### src/hw/rtl/utt_pkg.sv
// Package for the UTF-16 to UTF-8 transcoder: queue command type, queue sizing,
// surrogate and range constants, and the byte formatting function.
// No dependencies.
`default_nettype none

package utt_pkg;

	localparam int unsigned QUEUE_DEPTH = 4;
	localparam int unsigned QUEUE_AW    = $clog2(QUEUE_DEPTH);
	localparam int unsigned QUEUE_CW    = $clog2(QUEUE_DEPTH + 1);

	localparam logic [5:0] HIGH_SURR_TAG = 6'b110110;
	localparam logic [5:0] LOW_SURR_TAG  = 6'b110111;

	localparam logic [20:0] LIM_ONE   = 21'h00080;
	localparam logic [20:0] LIM_TWO   = 21'h00800;

	localparam logic [7:0] LEAD_TWO   = 8'hC0;
	localparam logic [7:0] LEAD_THREE = 8'hE0;
	localparam logic [7:0] LEAD_FOUR  = 8'hF0;
	localparam logic [7:0] CONT_MARK  = 8'h80;

	typedef enum logic [1:0] {
		LEN_ONE   = 2'd0,
		LEN_TWO   = 2'd1,
		LEN_THREE = 2'd2,
		LEN_FOUR  = 2'd3
	} len_t;

	typedef struct packed {
		logic [20:0] cp;
		len_t        len;
	} cmd_t;

	function automatic logic [5:0] utt_group(input logic [20:0] cp, input logic [1:0] k);
		logic [5:0] g;
		unique case (k)
			2'd0: g = cp[5:0];
			2'd1: g = cp[11:6];
			2'd2: g = cp[17:12];
			default: g = {3'b000, cp[20:18]};
		endcase
		return g;
	endfunction

	function automatic logic [7:0] utt_byte(input cmd_t cmd, input logic [1:0] idx);
		logic [7:0] b;
		logic [1:0] k;
		k = 2'(cmd.len - idx);
		if (idx != 2'd0) begin
			b = CONT_MARK | {2'b00, utt_group(cmd.cp, k)};
		end else begin
			unique case (cmd.len)
				LEN_ONE:   b = {1'b0, cmd.cp[6:0]};
				LEN_TWO:   b = LEAD_TWO | {3'b000, cmd.cp[10:6]};
				LEN_THREE: b = LEAD_THREE | {4'b0000, cmd.cp[15:12]};
				default:   b = LEAD_FOUR | {5'b00000, cmd.cp[20:18]};
			endcase
		end
		return b;
	endfunction

endpackage

`default_nettype wire

### src/hw/rtl/utt_front.sv
// Front end: accepts code units, pairs surrogates and classifies each code point
// into a queue command with its encoded length. Depends on utt_pkg.
`default_nettype none

module utt_front (
	input  wire logic         clk,
	input  wire logic         arst_n,
	input  wire logic         in_valid,
	output logic              in_stall,
	input  wire logic [15:0]  code_unit,
	input  wire logic         end_of_text,
	input  wire logic         q_full,
	output logic              q_push,
	output utt_pkg::cmd_t     q_cmd
);
	import utt_pkg::*;

	logic       high_pending_q;
	logic [9:0] high_bits_q;
	logic       fire;
	logic       is_high;
	logic       is_low;
	logic       pair;
	logic [10:0] plane;

	assign in_stall = q_full;
	assign fire     = in_valid && !q_full;
	assign is_high  = code_unit[15:10] == HIGH_SURR_TAG;
	assign is_low   = code_unit[15:10] == LOW_SURR_TAG;
	assign pair     = high_pending_q && is_low;
	assign plane    = {1'b0, high_bits_q} + 11'h040;

	always_comb begin
		q_cmd = '0;
		if (pair) begin
			q_cmd.cp  = {plane, code_unit[9:0]};
			q_cmd.len = LEN_FOUR;
		end else begin
			q_cmd.cp = {5'b00000, code_unit};
			if (q_cmd.cp < LIM_ONE) begin
				q_cmd.len = LEN_ONE;
			end else if (q_cmd.cp < LIM_TWO) begin
				q_cmd.len = LEN_TWO;
			end else begin
				q_cmd.len = LEN_THREE;
			end
		end
	end

	assign q_push = fire && (pair || (!is_high && !is_low));

	always_ff @(posedge clk or negedge arst_n) begin
		if (!arst_n) begin
			high_pending_q <= 1'b0;
			high_bits_q    <= '0;
		end else if (fire) begin
			high_pending_q <= is_high && !end_of_text;
			high_bits_q    <= (is_high && !end_of_text) ? code_unit[9:0] : 10'd0;
		end
	end

endmodule

`default_nettype wire

### src/hw/rtl/utt_queue.sv
// Short command queue between the front end and the byte serialiser.
// Depends on utt_pkg.
`default_nettype none

module utt_queue (
	input  wire logic          clk,
	input  wire logic          arst_n,
	input  wire logic          push,
	input  wire utt_pkg::cmd_t push_cmd,
	output logic               full,
	input  wire logic          pop,
	output utt_pkg::cmd_t      pop_cmd,
	output logic               empty
);
	import utt_pkg::*;

	cmd_t                entry_q [QUEUE_DEPTH];
	logic [QUEUE_AW-1:0] wr_ptr_q;
	logic [QUEUE_AW-1:0] rd_ptr_q;
	logic [QUEUE_CW-1:0] count_q;
	logic                do_push;
	logic                do_pop;

	assign full    = count_q == QUEUE_CW'(QUEUE_DEPTH);
	assign empty   = count_q == '0;
	assign do_push = push && !full;
	assign do_pop  = pop && !empty;
	assign pop_cmd = entry_q[rd_ptr_q];

	always_ff @(posedge clk) begin
		if (do_push) begin
			entry_q[wr_ptr_q] <= push_cmd;
		end
	end

	always_ff @(posedge clk or negedge arst_n) begin
		if (!arst_n) begin
			wr_ptr_q <= '0;
			rd_ptr_q <= '0;
			count_q  <= '0;
		end else begin
			if (do_push) begin
				wr_ptr_q <= wr_ptr_q + 1'b1;
			end
			if (do_pop) begin
				rd_ptr_q <= rd_ptr_q + 1'b1;
			end
			if (do_push && !do_pop) begin
				count_q <= count_q + 1'b1;
			end else if (do_pop && !do_push) begin
				count_q <= count_q - 1'b1;
			end
		end
	end

endmodule

`default_nettype wire

### src/hw/rtl/utt_back.sv
// Back end: takes queued commands and emits their UTF-8 bytes one per cycle, unless
// out_stall holds them, through an output register. Depends on utt_pkg.
`default_nettype none

module utt_back (
	input  wire logic          clk,
	input  wire logic          arst_n,
	input  wire logic          q_empty,
	input  wire utt_pkg::cmd_t q_cmd,
	output logic               q_pop,
	output logic               out_valid,
	input  wire logic          out_stall,
	output logic [7:0]         utf8_byte,
	output logic               run_last
);
	import utt_pkg::*;

	cmd_t       cmd_q;
	logic [1:0] idx_q;
	logic       busy_q;
	logic       valid_q;
	logic [7:0] byte_q;
	logic       last_q;
	logic       adv;
	logic       busy_last;

	assign adv       = !valid_q || !out_stall;
	assign q_pop     = adv && !busy_q && !q_empty;
	assign busy_last = idx_q == cmd_q.len;

	always_ff @(posedge clk) begin
		if (adv) begin
			if (busy_q) begin
				byte_q <= utt_byte(cmd_q, idx_q);
				last_q <= busy_last;
			end else begin
				byte_q <= utt_byte(q_cmd, 2'd0);
				last_q <= q_cmd.len == LEN_ONE;
				cmd_q  <= q_cmd;
			end
		end
	end

	always_ff @(posedge clk or negedge arst_n) begin
		if (!arst_n) begin
			valid_q <= 1'b0;
			busy_q  <= 1'b0;
			idx_q   <= '0;
		end else if (adv) begin
			if (busy_q) begin
				valid_q <= 1'b1;
				busy_q  <= !busy_last;
				idx_q   <= idx_q + 1'b1;
			end else if (!q_empty) begin
				valid_q <= 1'b1;
				busy_q  <= q_cmd.len != LEN_ONE;
				idx_q   <= 2'd1;
			end else begin
				valid_q <= 1'b0;
			end
		end
	end

	assign out_valid = valid_q;
	assign utf8_byte = byte_q;
	assign run_last  = last_q;

endmodule

`default_nettype wire

### src/hw/rtl/utf16_to_utf8_transcoder_core.sv
// UTF-16 to UTF-8 transcoder top level: front end, command queue and byte serialiser.
// Depends on utt_pkg, utt_front, utt_queue and utt_back.
//
// One code unit is accepted per cycle while the four-entry command queue has room;
// the serialiser emits one UTF-8 byte per cycle unless out_stall holds it, so a code
// point yields one to four bytes on the output and the sustained rate is set by the
// byte count. A high surrogate is held and produces no bytes; the following low
// surrogate yields four bytes. Dropped units are accepted and produce no output.
// run_last marks the final byte of each code point.
`default_nettype none

module utf16_to_utf8_transcoder_core (
	input  wire logic        clk,
	input  wire logic        arst_n,
	input  wire logic        in_valid,
	output logic             in_stall,
	input  wire logic [15:0] code_unit,
	input  wire logic        end_of_text,
	output logic             out_valid,
	input  wire logic        out_stall,
	output logic [7:0]       utf8_byte,
	output logic             run_last
);
	import utt_pkg::*;

	logic q_full;
	logic q_empty;
	logic q_push;
	logic q_pop;
	cmd_t push_cmd;
	cmd_t pop_cmd;

	utt_front u_front (
		.clk         (clk),
		.arst_n      (arst_n),
		.in_valid    (in_valid),
		.in_stall    (in_stall),
		.code_unit   (code_unit),
		.end_of_text (end_of_text),
		.q_full      (q_full),
		.q_push      (q_push),
		.q_cmd       (push_cmd)
	);

	utt_queue u_queue (
		.clk      (clk),
		.arst_n   (arst_n),
		.push     (q_push),
		.push_cmd (push_cmd),
		.full     (q_full),
		.pop      (q_pop),
		.pop_cmd  (pop_cmd),
		.empty    (q_empty)
	);

	utt_back u_back (
		.clk       (clk),
		.arst_n    (arst_n),
		.q_empty   (q_empty),
		.q_cmd     (pop_cmd),
		.q_pop     (q_pop),
		.out_valid (out_valid),
		.out_stall (out_stall),
		.utf8_byte (utf8_byte),
		.run_last  (run_last)
	);

	a_no_overflow: assert property (@(posedge clk) disable iff (!arst_n)
		!(q_push && q_full))
		else $error("command pushed into a full queue");

	a_run_continues: assert property (@(posedge clk) disable iff (!arst_n)
		out_valid && !out_stall && !run_last |=> out_valid && utf8_byte[7:6] == 2'b10)
		else $error("run broken or next byte not a continuation byte");

	a_lead_is_last_only_ascii: assert property (@(posedge clk) disable iff (!arst_n)
		out_valid && run_last && utf8_byte[7] |-> utf8_byte[7:6] == 2'b10)
		else $error("multi-byte lead marked as last byte");

endmodule

`default_nettype wire

### config.mk
export PLATFORM = sky130hd
export DESIGN_NAME = utf16_to_utf8_transcoder_core
export DESIGN_NICKNAME = d
export VERILOG_FILES = /design/src/hw/rtl/utt_pkg.sv /design/src/hw/rtl/utt_front.sv /design/src/hw/rtl/utt_queue.sv /design/src/hw/rtl/utt_back.sv /design/src/hw/rtl/utf16_to_utf8_transcoder_core.sv
export SDC_FILE = /design/constraint.sdc
export NUM_CORES = 1
export LEC_CHECK = 0
export BUFFER_PORTS_ARGS = -buffer_cell sky130_fd_sc_hd__buf_2
export CORE_ASPECT_RATIO = 0.7
export CORE_MARGIN = 2
export CORE_UTILIZATION = 39
export DETAILED_ROUTE_END_ITERATION = 7
export GPL_TIMING_DRIVEN = 0
export PLACE_DENSITY_LB_ADDON = 0.05
export SKIP_CTS_REPAIR_TIMING = 1
export SYNTH_ARGS = -nofsm -noshare
export SYNTH_HDL_FRONTEND = slang
export SYNTH_HIERARCHICAL = 1
export SYNTH_SLANG_ARGS = --single-unit
### constraint.sdc
create_clock -name clk -period 3.4 [get_ports clk]
set_input_delay 0.34 -clock clk [delete_from_list [all_inputs] [get_ports clk]]
set_output_delay 0.34 -clock clk [all_outputs]
set_load 0.01 [all_outputs]
==> metrics.md, run 1 <==
| Metric | Value |
|---|---|
| Sink of the worst hold path | u_front/high_bits_q[2]$_DFFE_PN0P_ |
| Initial Util | 0.396 |
| Comb power frac | 0.335 |
| Iter 0 DRT Violations | 338 |
| Die span in y | 111 um |
| Clock buffer depth | 2 |
| Flop2flop setup slack | 370 ps |
| Pwr Density | 922 nW/um^2 |
| Area after DPL | 6900 um^2 |
| Commonest non-fill, non-tap cell in the layout | edfxtp_1 |
| H-tree Lvls | 4 |
| Max Clock Skew | 8.58 ps |
| Most area-hungry cell type in the Yosys netlist | edfxtp_1 |
| Relative slew slack | 0.136 |
| Final period utilization | 0.891 |
| Net switching power figure | 2.22 mW |
| Synth Area per Inst | 16.0 um^2 |
| MaxCap Viol Count | 0 |
| Sw frac | 0.320 |
| Maximum VDD drop | 0.369 mV |
| Final WL | 13900 um |
| WL/cell | 20.1 um |
| Grt total ovfl | 0 |
| Top FF cell, synth | edfxtp_1 |
| Post-route DRC | 0 |
| Post-layout min period | 3030 ps |
| RSZ-0062 raised after global routing | false |
| Antenna violations before repair | 0 |
| Final Hold Viols | 0 |
| Yosys warning count | 6 |
| Worst hold start | code_unit[2] |
| Internal power | 4.72 mW |
| Final instance area | 7520 um^2 |
| Post-Synthesis Cells | 401 |
| Critical path endpoint category | flip-flop |
| Final core utilization | 0.463 |
| NumNets Final | 492 |
| Row count | 39 |
| First-pass GRT wire length | 21900 um |
| I/O Pins | 32 |
| Clk slew on worst S/H paths | 60 ps |
| Clock power frac | 0.280 |
| CTS tree | yes |
| Cell Count Post-Placement | 658 |
| Syn nets | 440 |
| Seq/Total Area, Yosys | 0.664 |
| # diodes | 0 |
| Crit Reg-Reg Endpoint | u_queue/entry_q[2][10]$_DFFE_PP_ |
| Crit Path Class | flip-flop to flip-flop |
| Tot GR Track Use | 0.173 |
| Tot Pwr | 6.94 mW |
| Root buf cell | clkbuf_16 |
| Vias in the first global route | 3635 |
| Outcome | finished clean |
| Count of pins over their slew limit | 0 |
| Layout cells sized above 1 | 0.255 |
| Sink Count | 146 |
| Largest net degree at the start of global routing | 24 |
| Final Non-Filler Cells | 691 |
| Total vias in the final route | 3574 |
| Final antenna-violating net count | 0 |
| WP data required | 3430 ps |
| Leak pwr | 2.75 nW |
| Cell variety after synth | 50 |
| Max frequency | 330 MHz |
| Worst hold slack | 171 ps |
| Yosys top cell area share | 0.579 |
| 1st-pass router iterations | 6 |
| Slew @ Worst Pin | 1300 ps |
| Reg2reg start | u_queue/count_q[2]$_DFFE_PN0P_ |
| Area growth syn-to-layout | 16.9% |
| Area contributors post-synth | edfxtp_1 58%, dfrtp_1 8.6%, mux4_2 8.4% |
| Number of synthesized flops with an enable pin | 124 |
| Worst Path Arrival | 3060 ps |
| Post-DP HPWL | 9580 um |
| Final Setup Violations | 0 |
| Die Area | 17600 um^2 |
| Port buffer count | 31 |
| HP Class | primary input to flip-flop |
| CTS buffer count | 17 |
| Hold depth | 3 |
| Die width | 158 um |
| R2r worst-path depth | 7 |
| Post-Syn Area | 6430 um^2 |
| Gpl congestion | 0.808 |
| Vias per cell | 5.17 |
| Core Region | 16200 um^2 |
| Reg power frac | 0.385 |
| Asr flop ratio synth | 0.151 |
| Commonest cells after routing, fill and taps aside | 124 x edfxtp_1, 37 x buf_2, 36 x nand2_1 |
| Setup crit start kind | flip-flop |
| Clk Latency, worst-skew pair | 420 ps |
| Seq cells post-synth | 146 |
| Critical path peak fanout | 23 |
metal layers:
layer	global-route usage	up-vias	wire, um
li1	-	1646	-
met1	0.263	1805	6890
met2	0.247	112	6200
met3	0.0428	11	713
met4	0.0509	0	121
met5	0	-	0
Yosys cell counts (4+ instances only):
cell,instances
o21ai_1,9
clkbuf_1,6
a222oi_1,8
nand2_1,36
nor2_1,16
o21a_1,5
mux2i_1,11
buf_6,4
dfrtp_1,22
a21oi_1,8
nand3_1,10
and2_1,4
xnor2_1,6
o21ai_0,9
ha_1,17
inv_1,14
nor2b_1,4
mux4_2,24
buf_4,11
mux2_4,5
buf_2,6
edfxtp_1,124
layout make-up:
type	instances	area (um^2)
Fill cell	1423	8730
Sequential cell	146	4270
Multi-Input combinational cell	212	1930
Clock buffer	18	429
Tap cell	225	282
Buffer	29	188
Clock inverter	14	185
Timing Repair Buffer	33	180
Inverter	14	52.6
through the flow:
step           TNS, ps  setup slack [ps]
3_5_place_dp         0               242
5_1_grt              0              82.1
6_report             0               372
3_3_place_gp     -7040              -427
2_1_floorplan        0               339
4_1_cts              0               229
power groups by stage:
| stage | Sequential, mW | Clock (mW) | Combinational (mW) |
|---|---|---|---|
| global route | 2.71 | 2.07 | 2.56 |
| floorplan | 2.67 | 0 | 1.64 |
| global placement | 2.70 | 0 | 2.32 |
| CTS | 2.67 | 1.99 | 2.37 |
| finish | 2.67 | 1.94 | 2.33 |
| detailed placement | 2.70 | 0 | 2.35 |
state kept, by name, summed over array words and instances, names as in the netlist:
| name | count |
|---|---|
| u_queue/wr_ptr_q | 2 |
| u_back/busy_q | 1 |
| u_back/cmd_q | 23 |
| u_back/out_valid | 1 |
| u_front/high_pending_q | 1 |
| u_back/idx_q | 2 |
| u_queue/count_q | 3 |
| u_back/run_last | 1 |
| u_queue/entry_q | 92 |
| u_queue/rd_ptr_q | 2 |
| u_back/utf8_byte | 8 |
| u_front/high_bits_q | 10 |
critical path: stages, from the launching register on:
cell	delay [ps]
dfrtp_1	400
nor3b_4	200
nand2b_1	190
clkbuf_1	240
a31oi_1	240
nor2b_1	180
buf_6	160
and2_1	1000
worst max-delay path by stage:
stage / from / to / slack (ps) / depth (start not counted)
3_5_place_dp: u_queue/count_q[2]$_DFFE_PN0P_ / u_queue/entry_q[1][7]$_DFFE_PP_ / 240 / 7
3_3_place_gp: out_stall / u_queue/count_q[1]$_DFFE_PN0P_ / -430 / 8
4_1_cts: u_queue/count_q[2]$_DFFE_PN0P_ / u_queue/entry_q[1][1]$_DFFE_PP_ / 230 / 7
6_report: u_queue/count_q[2]$_DFFE_PN0P_ / u_queue/entry_q[2][10]$_DFFE_PP_ / 370 / 7
5_1_grt: u_queue/count_q[0]$_DFFE_PN0P_ / u_queue/entry_q[2][3]$_DFFE_PP_ / 80 / 7
2_1_floorplan: u_back/out_valid$_DFFE_PN0N_ / u_queue/count_q[1]$_DFFE_PN0P_ / 340 / 7
cells by family (layout without fill, tap and decap cells):
group | Yosys count | in the layout | synth area share
AOI/OAI and AO/OA | 58 | 58 | 0.0632
adders and majority gates | 18 | 18 | 0.0362
xor gates and xnor gates | 10 | 10 | 0.0160
and+or+nand+nor | 84 | 84 | 0.0642
buffers and inverters | 43 | 108 | 0.0373
DFF | 146 | 146 | 0.664
muxes | 42 | 42 | 0.119
No activity file was read; power rests on OpenSTA's default activity.
==> run 2, diff against run 1 <==
--- a/config.mk
+++ b/config.mk
@@ -12,6 +12,7 @@
 export DETAILED_ROUTE_END_ITERATION = 7
 export GPL_TIMING_DRIVEN = 0
 export PLACE_DENSITY_LB_ADDON = 0.05
+export RECOVER_POWER = 100
 export SKIP_CTS_REPAIR_TIMING = 1
 export SYNTH_ARGS = -nofsm -noshare
 export SYNTH_HDL_FRONTEND = slang
==> metrics.md, run 2 (synthesized netlist as in run 1, its figures left out) <==
| Metric | Value |
|---|---|
| Outcome | finished, violations left |
| Failing checks | max-capacitance violations, max-slew violations |
| Vias per cell | 5.18 (+0.20%) |
| Die width | 158 um (unchanged) |
| Max Clock Skew | 7.36 ps (-1.22 ps) |
| Sink Count | 146 (unchanged) |
| Leak pwr | 2.62 nW (-4.8%) |
| First-pass GRT wire length | 21900 um (unchanged) |
| Pwr Density | 931 nW/um^2 (+0.95%) |
| Final Setup Violations | 0 (unchanged) |
| Comb power frac | 0.330 (-0.005) |
| Worst Path Arrival | 3060 ps (about the same) |
| Largest Register | u_queue/entry_q |
| Grt total ovfl | 0 (unchanged) |
| Antenna violations before repair | 0 (unchanged) |
| I/O Pins | 32 (unchanged) |
| Commonest non-fill, non-tap cell in the layout | edfxtp_1 |
| Total vias in the final route | 3581 (+0.20%) |
| Setup crit start kind | flip-flop |
| Critical path peak fanout | 23 (unchanged) |
| RSZ-0062 raised after global routing | false |
| Final antenna-violating net count | 0 (unchanged) |
| Gpl congestion | 0.808 (unchanged) |
| Internal power | 4.67 mW (-1.1%) |
| # diodes | 0 (unchanged) |
| Vias in the first global route | 3635 (unchanged) |
| Max frequency | 330 MHz (-0.11%) |
| Final Hold Viols | 0 (unchanged) |
| Sw frac | 0.322 (+0.00251) |
| Row count | 39 (unchanged) |
| Highest routed layer | met4 |
| WP data required | 3420 ps (about the same) |
| Clock power frac | 0.282 (+0.002) |
| Met2 routed wirelength | 6180 um (-0.24%) |
| Post-layout min period | 3030 ps (+3.37 ps) |
| Relative slew slack | -0.0318 (-0.167) |
| NumNets Final | 492 (unchanged) |
| Die span in y | 111 um (unchanged) |
| CTS buffer count | 17 (unchanged) |
| Hold depth | 3 (unchanged) |
| 1st-pass router iterations | 5 (-1) |
| Post-route DRC | 0 (unchanged) |
| Clk slew on worst S/H paths | 60 ps (about the same) |
| Initial Util | 0.396 (unchanged) |
| H-tree Lvls | 4 (unchanged) |
| Port buffer count | 31 (unchanged) |
| Maximum VDD drop | 0.370 mV (+0.15%) |
| MaxCap Viol Count | 1 (+1) |
| Net switching power figure | 2.22 mW (about the same) |
| Core Region | 16200 um^2 (unchanged) |
| Iter 0 DRT Violations | 298 (-12%) |
| Clock buffer depth | 2 (unchanged) |
| Area growth syn-to-layout | 15.0% |
| Count of pins over their slew limit | 24 (+24) |
| WL/cell | 20.2 um (+0.52%) |
| Crit Path Class | flip-flop to flip-flop |
| Reg power frac | 0.388 (+0.003) |
| Final core utilization | 0.455 (-0.00755) |
| CTS tree | yes |
| Root buf cell | clkbuf_16 |
| Clk Latency, worst-skew pair | 420 ps (about the same) |
| Tot GR Track Use | 0.173 (unchanged) |
| Setup TNS | 0 ps (unchanged) |
| Die Area | 17600 um^2 (unchanged) |
| Largest net degree at the start of global routing | 24 (unchanged) |
| Max FFs per register | 92 (unchanged) |
| Regs by FF count | u_queue/entry_q: 92 flops, u_back/cmd_q: 23 flops, u_front/high_bits_q: 10 flops |
| Worst hold slack | 175 ps (+3.68 ps) |
| Final WL | 14000 um (+0.52%) |
| Final period utilization | 0.892 (+0.000992) |
| Layout cells sized above 1 | 0.170 (-0.0858) |
| Post-DP HPWL | 9580 um (unchanged) |
| Routed met3 length | 708 um (-0.70%) |
| HP Class | primary input to flip-flop |
| Critical path endpoint category | flip-flop |
| R2r worst-path depth | 7 (unchanged) |
| Routed length on met1 | 7000 um (+1.6%) |
| Commonest cells after routing, fill and taps aside | 124 x edfxtp_1, 41 x clkbuf_1, 36 x nand2_1 |
| Slew @ Worst Pin | 1550 ps (+250 ps) |
-- run 2: changes by cell type in the layout (fill, tap and decap cells not counted), moves of 4 or more --
cell,previous run,this run
buf_2,37,15
buf_4,11,0
mux2_1,0,4
mux2_4,5,1
clkbuf_1,7,41
o21ai_0,9,18
o21ai_1,9,0
-- run 2: power by group through the flow --
stage / Combinational [mW] / Clock, mW / Sequential (mW)
after floorplan: 1.64 / 0 / 2.67
after global placement: 2.32 / 0 / 2.70
after detailed placement: 2.35 / 0 / 2.70
after CTS: 2.37 / 1.99 / 2.67
after global routing: 2.50 / 2.07 / 2.71
final: 2.28 / 1.94 / 2.67
-- run 2: stage by stage --
step / worst slack (ps) / area, um^2 / power (mW) / std cells
detailed placement: 242 / 6900 / 5.06 / 658
finish: 368 / 7400 / 6.89 / 691
global placement: -427 / 6870 / 5.02 / 657
global route: 99.7 / 7400 / 7.28 / 691
floorplan: 339 / 6430 / 4.31 / 401
CTS: 229 / 7510 / 7.03 / 690
-- run 2: final cells by class --
cell class / count / area (um^2)
fillers: 1453 / 8850
flip-flops and latches: 146 / 4270
multi-input cells: 212 / 1890
clock buffers: 18 / 429
well taps: 225 / 282
clock inverters: 14 / 185
plain buffers: 29 / 143
repair buffers: 33 / 141
inverters: 14 / 52.6
-- run 2: critical path, cell delays in order, from the launching register on --
cell	delay (ps)
dfrtp_1	400
nor3b_4	200
nand2b_1	180
clkbuf_1	250
a31oi_1	240
nor2b_1	180
buf_6	150
and2_1	1010
-- run 2: metal layers --
layer  up-vias  track usage
met1      1819        0.263
met4         0       0.0509
met5         -            0
met3        10       0.0428
met2       108        0.247
li1       1644            -
-- run 2: path summary, 6_finish.rpt --
check | from | endpoint | slack (ps)
worst min register to register | u_front/high_bits_q[5]$_DFFE_PN0P_ | u_front/high_bits_q[5]$_DFFE_PN0P_ | 470
worst max register to register | u_queue/count_q[2]$_DFFE_PN0P_ | u_queue/entry_q[0][17]$_DFFE_PP_ | 370
max in group asynchronous | arst_n | u_back/idx_q[1]$_DFFE_PN0P_ | 1830
worst max-delay path | u_queue/count_q[2]$_DFFE_PN0P_ | u_queue/entry_q[0][17]$_DFFE_PP_ | 370
worst min-delay path | code_unit[2] | u_front/high_bits_q[2]$_DFFE_PN0P_ | 180
min in group asynchronous | arst_n | u_queue/wr_ptr_q[1]$_DFFE_PN0P_ | 760
==> run 3, diff against run 2 <==
--- a/config.mk
+++ b/config.mk
@@ -6,9 +6,11 @@
 export NUM_CORES = 1
 export LEC_CHECK = 0
 export BUFFER_PORTS_ARGS = -buffer_cell sky130_fd_sc_hd__buf_2
+export CELL_PAD_IN_SITES_DETAIL_PLACEMENT = 0
+export CELL_PAD_IN_SITES_GLOBAL_PLACEMENT = 1
 export CORE_ASPECT_RATIO = 0.7
 export CORE_MARGIN = 2
-export CORE_UTILIZATION = 39
+export CORE_UTILIZATION = 35
 export DETAILED_ROUTE_END_ITERATION = 7
 export GPL_TIMING_DRIVEN = 0
 export PLACE_DENSITY_LB_ADDON = 0.05
==> metrics.md, run 3 (synthesized netlist as in run 1, its figures left out) <==
| Metric | Value |
|---|---|
| Final Setup Violations | 0 (unchanged) |
| 1st-pass router iterations | 6 (+1) |
| First-pass GRT wire length | 22900 um (+4.9%) |
| Post-route DRC | 0 (unchanged) |
| Port buffer count | 31 (unchanged) |
| Largest Register | u_queue/entry_q |
| Die width | 166 um (+5.4%) |
| Area after DPL | 6930 um^2 (+0.53%) |
| Worst Setup EP | u_queue/entry_q[2][13]$_DFFE_PP_ |
| Commonest non-fill, non-tap cell in the layout | edfxtp_1 |
| Final period utilization | 0.901 (+0.00980) |
| Clock buffer depth | 2 (unchanged) |
| Final WL | 14700 um (+5.0%) |
| CTS buffer count | 17 (unchanged) |
| Largest net degree at the start of global routing | 24 (unchanged) |
| Clk slew on worst S/H paths | 60 ps (about the same) |
| Reg2reg start | u_queue/count_q[2]$_DFFE_PN0P_ |
| Final worst setup slack | 335 ps (-33.3 ps) |
| Setup crit start kind | flip-flop |
| Count of pins over their slew limit | 0 (-100%) |
| Core Region | 18000 um^2 (+11%) |
| Iter 0 DRT Violations | 353 (+18%) |
| Leak pwr | 2.61 nW (-0.24%) |
| Post-DP HPWL | 10100 um (+5.7%) |
| Critical path peak fanout | 23 (unchanged) |
| Sink Count | 146 (unchanged) |
| HP Class | primary input to flip-flop |
| Root buf cell | clkbuf_16 |
| Layout cells sized above 1 | 0.176 (+0.00606) |
| Regs by FF count | u_queue/entry_q: 92 flops, u_back/cmd_q: 23 flops, u_front/high_bits_q: 10 flops |
| Tot GR Track Use | 0.160 (-0.0130) |
| Outcome | finished clean |
| R2r worst-path depth | 7 (unchanged) |
| Slew @ Worst Pin | 1460 ps (-82.4 ps) |
| Clk Latency, worst-skew pair | 430 ps (about the same) |
| Antenna violations before repair | 0 (unchanged) |
| Final Hold Viols | 0 (unchanged) |
| Critical path endpoint category | flip-flop |
| Area growth syn-to-layout | 14.9% (about the same) |
| Maximum VDD drop | 0.257 mV (-30%) |
| Gpl congestion | 0.793 (-1.9%) |
| Final instance area | 7390 um^2 (about the same) |
| H-tree Lvls | 4 (unchanged) |
| Pwr Density | 926 nW/um^2 (-0.57%) |
| Dpl ws | 238 ps (-3.35 ps) |
| MaxCap Viol Count | 0 (-1) |
| Commonest cells after routing, fill and taps aside | 124 x edfxtp_1, 40 x clkbuf_1, 36 x nand2_1 |
| Final core utilization | 0.410 (-0.0448) |
| I/O Pins | 32 (unchanged) |
| Worst Path Arrival | 3100 ps (+40 ps) |
| Critical path launch point | u_queue/count_q[2]$_DFFE_PN0P_ |
| Total vias in the final route | 3553 (-0.78%) |
| Max Clock Skew | 14.1 ps (+6.77 ps) |
| Initial Util | 0.357 (-0.0386) |
| Post-layout min period | 3070 ps (+33.3 ps) |
| Max frequency | 326 MHz (-1.1%) |
| Worst hold slack | 176 ps (+1.10 ps) |
| Die Area | 19500 um^2 (+11%) |
| CTS tree | yes |
| Grt total ovfl | 0 (unchanged) |
| Max FFs per register | 92 (unchanged) |
| RSZ-0062 raised after global routing | false |
| Tot Pwr | 6.84 mW (-0.66%) |
| # diodes | 0 (unchanged) |
| Final antenna-violating net count | 0 (unchanged) |
| NumNets Final | 493 (+0.20%) |
| Vias per cell | 5.05 (-2.5%) |
| WP data required | 3430 ps (about the same) |
| Vias in the first global route | 3668 (+0.91%) |
| Crit Path Class | flip-flop to flip-flop |
| Die span in y | 117 um (+5.4%) |
| Relative slew slack | 0.0242 (+0.0560) |
| Crit Reg-Reg Endpoint | u_queue/entry_q[2][13]$_DFFE_PP_ |
| WL/cell | 20.9 um (+3.2%) |
| Row count | 41 (+5.1%) |
| Flop2flop setup slack | 330 ps (-30 ps) |
[run 3: how the worst min path moves through the flow]
stage,startpoint,end,slack [ps],depth (start not counted)
floorplan,arst_n,u_back/busy_q$_DFFE_PN0N_,40,0
global placement,arst_n,u_front/high_bits_q[2]$_DFFE_PN0P_,380,1
detailed placement,arst_n,u_front/high_bits_q[2]$_DFFE_PN0P_,380,1
CTS,arst_n,u_front/high_bits_q[2]$_DFFE_PN0P_,-80,1
global route,code_unit[1],u_front/high_bits_q[1]$_DFFE_PN0P_,180,3
finish,code_unit[0],u_front/high_bits_q[0]$_DFFE_PN0P_,180,3
[run 3: critical path: stages, from the launching register on]
cell and delay (ps):
dfrtp_1 410, nor3b_4 200, nand2b_1 190, clkbuf_1 240, a31oi_1 280, nor2b_1 190, buf_6 150, and2_1 990
[run 3: where the power goes]
| part | total [mW] | internal (mW) | switching (mW) | leakage [nW] |
|---|---|---|---|---|
| clock network | 1.88 | 1.05 | 0.830 | 0.288 |
| registers | 2.66 | 2.49 | 0.177 | 1.45 |
| logic | 2.30 | 0.954 | 1.35 | 0.871 |
[run 3: metal layers]
layer | GRT usage | wire, um
met1 | 0.234 | 7340
met2 | 0.238 | 6620
met3 | 0.0442 | 628
met4 | 0.0402 | 89
met5 | 0 | 0
[run 3: stage by stage]
step / cells / TNS [ps]
3_5_place_dp: 670 / 0
6_report: 703 / 0
2_1_floorplan: 401 / 0
4_1_cts: 702 / 0
5_1_grt: 703 / 0
3_3_place_gp: 668 / -6210
[run 3: area by class of cell]
class                           instances  area [um^2]
Fill cell                            1667        10600
Inverter                               14         52.6
Clock inverter                         15          166
Buffer                                 29          143
Sequential cell                       146         4270
Multi-Input combinational cell        212         1890
Tap cell                              236          295
Timing Repair Buffer                   34          146
Clock buffer                           17          425
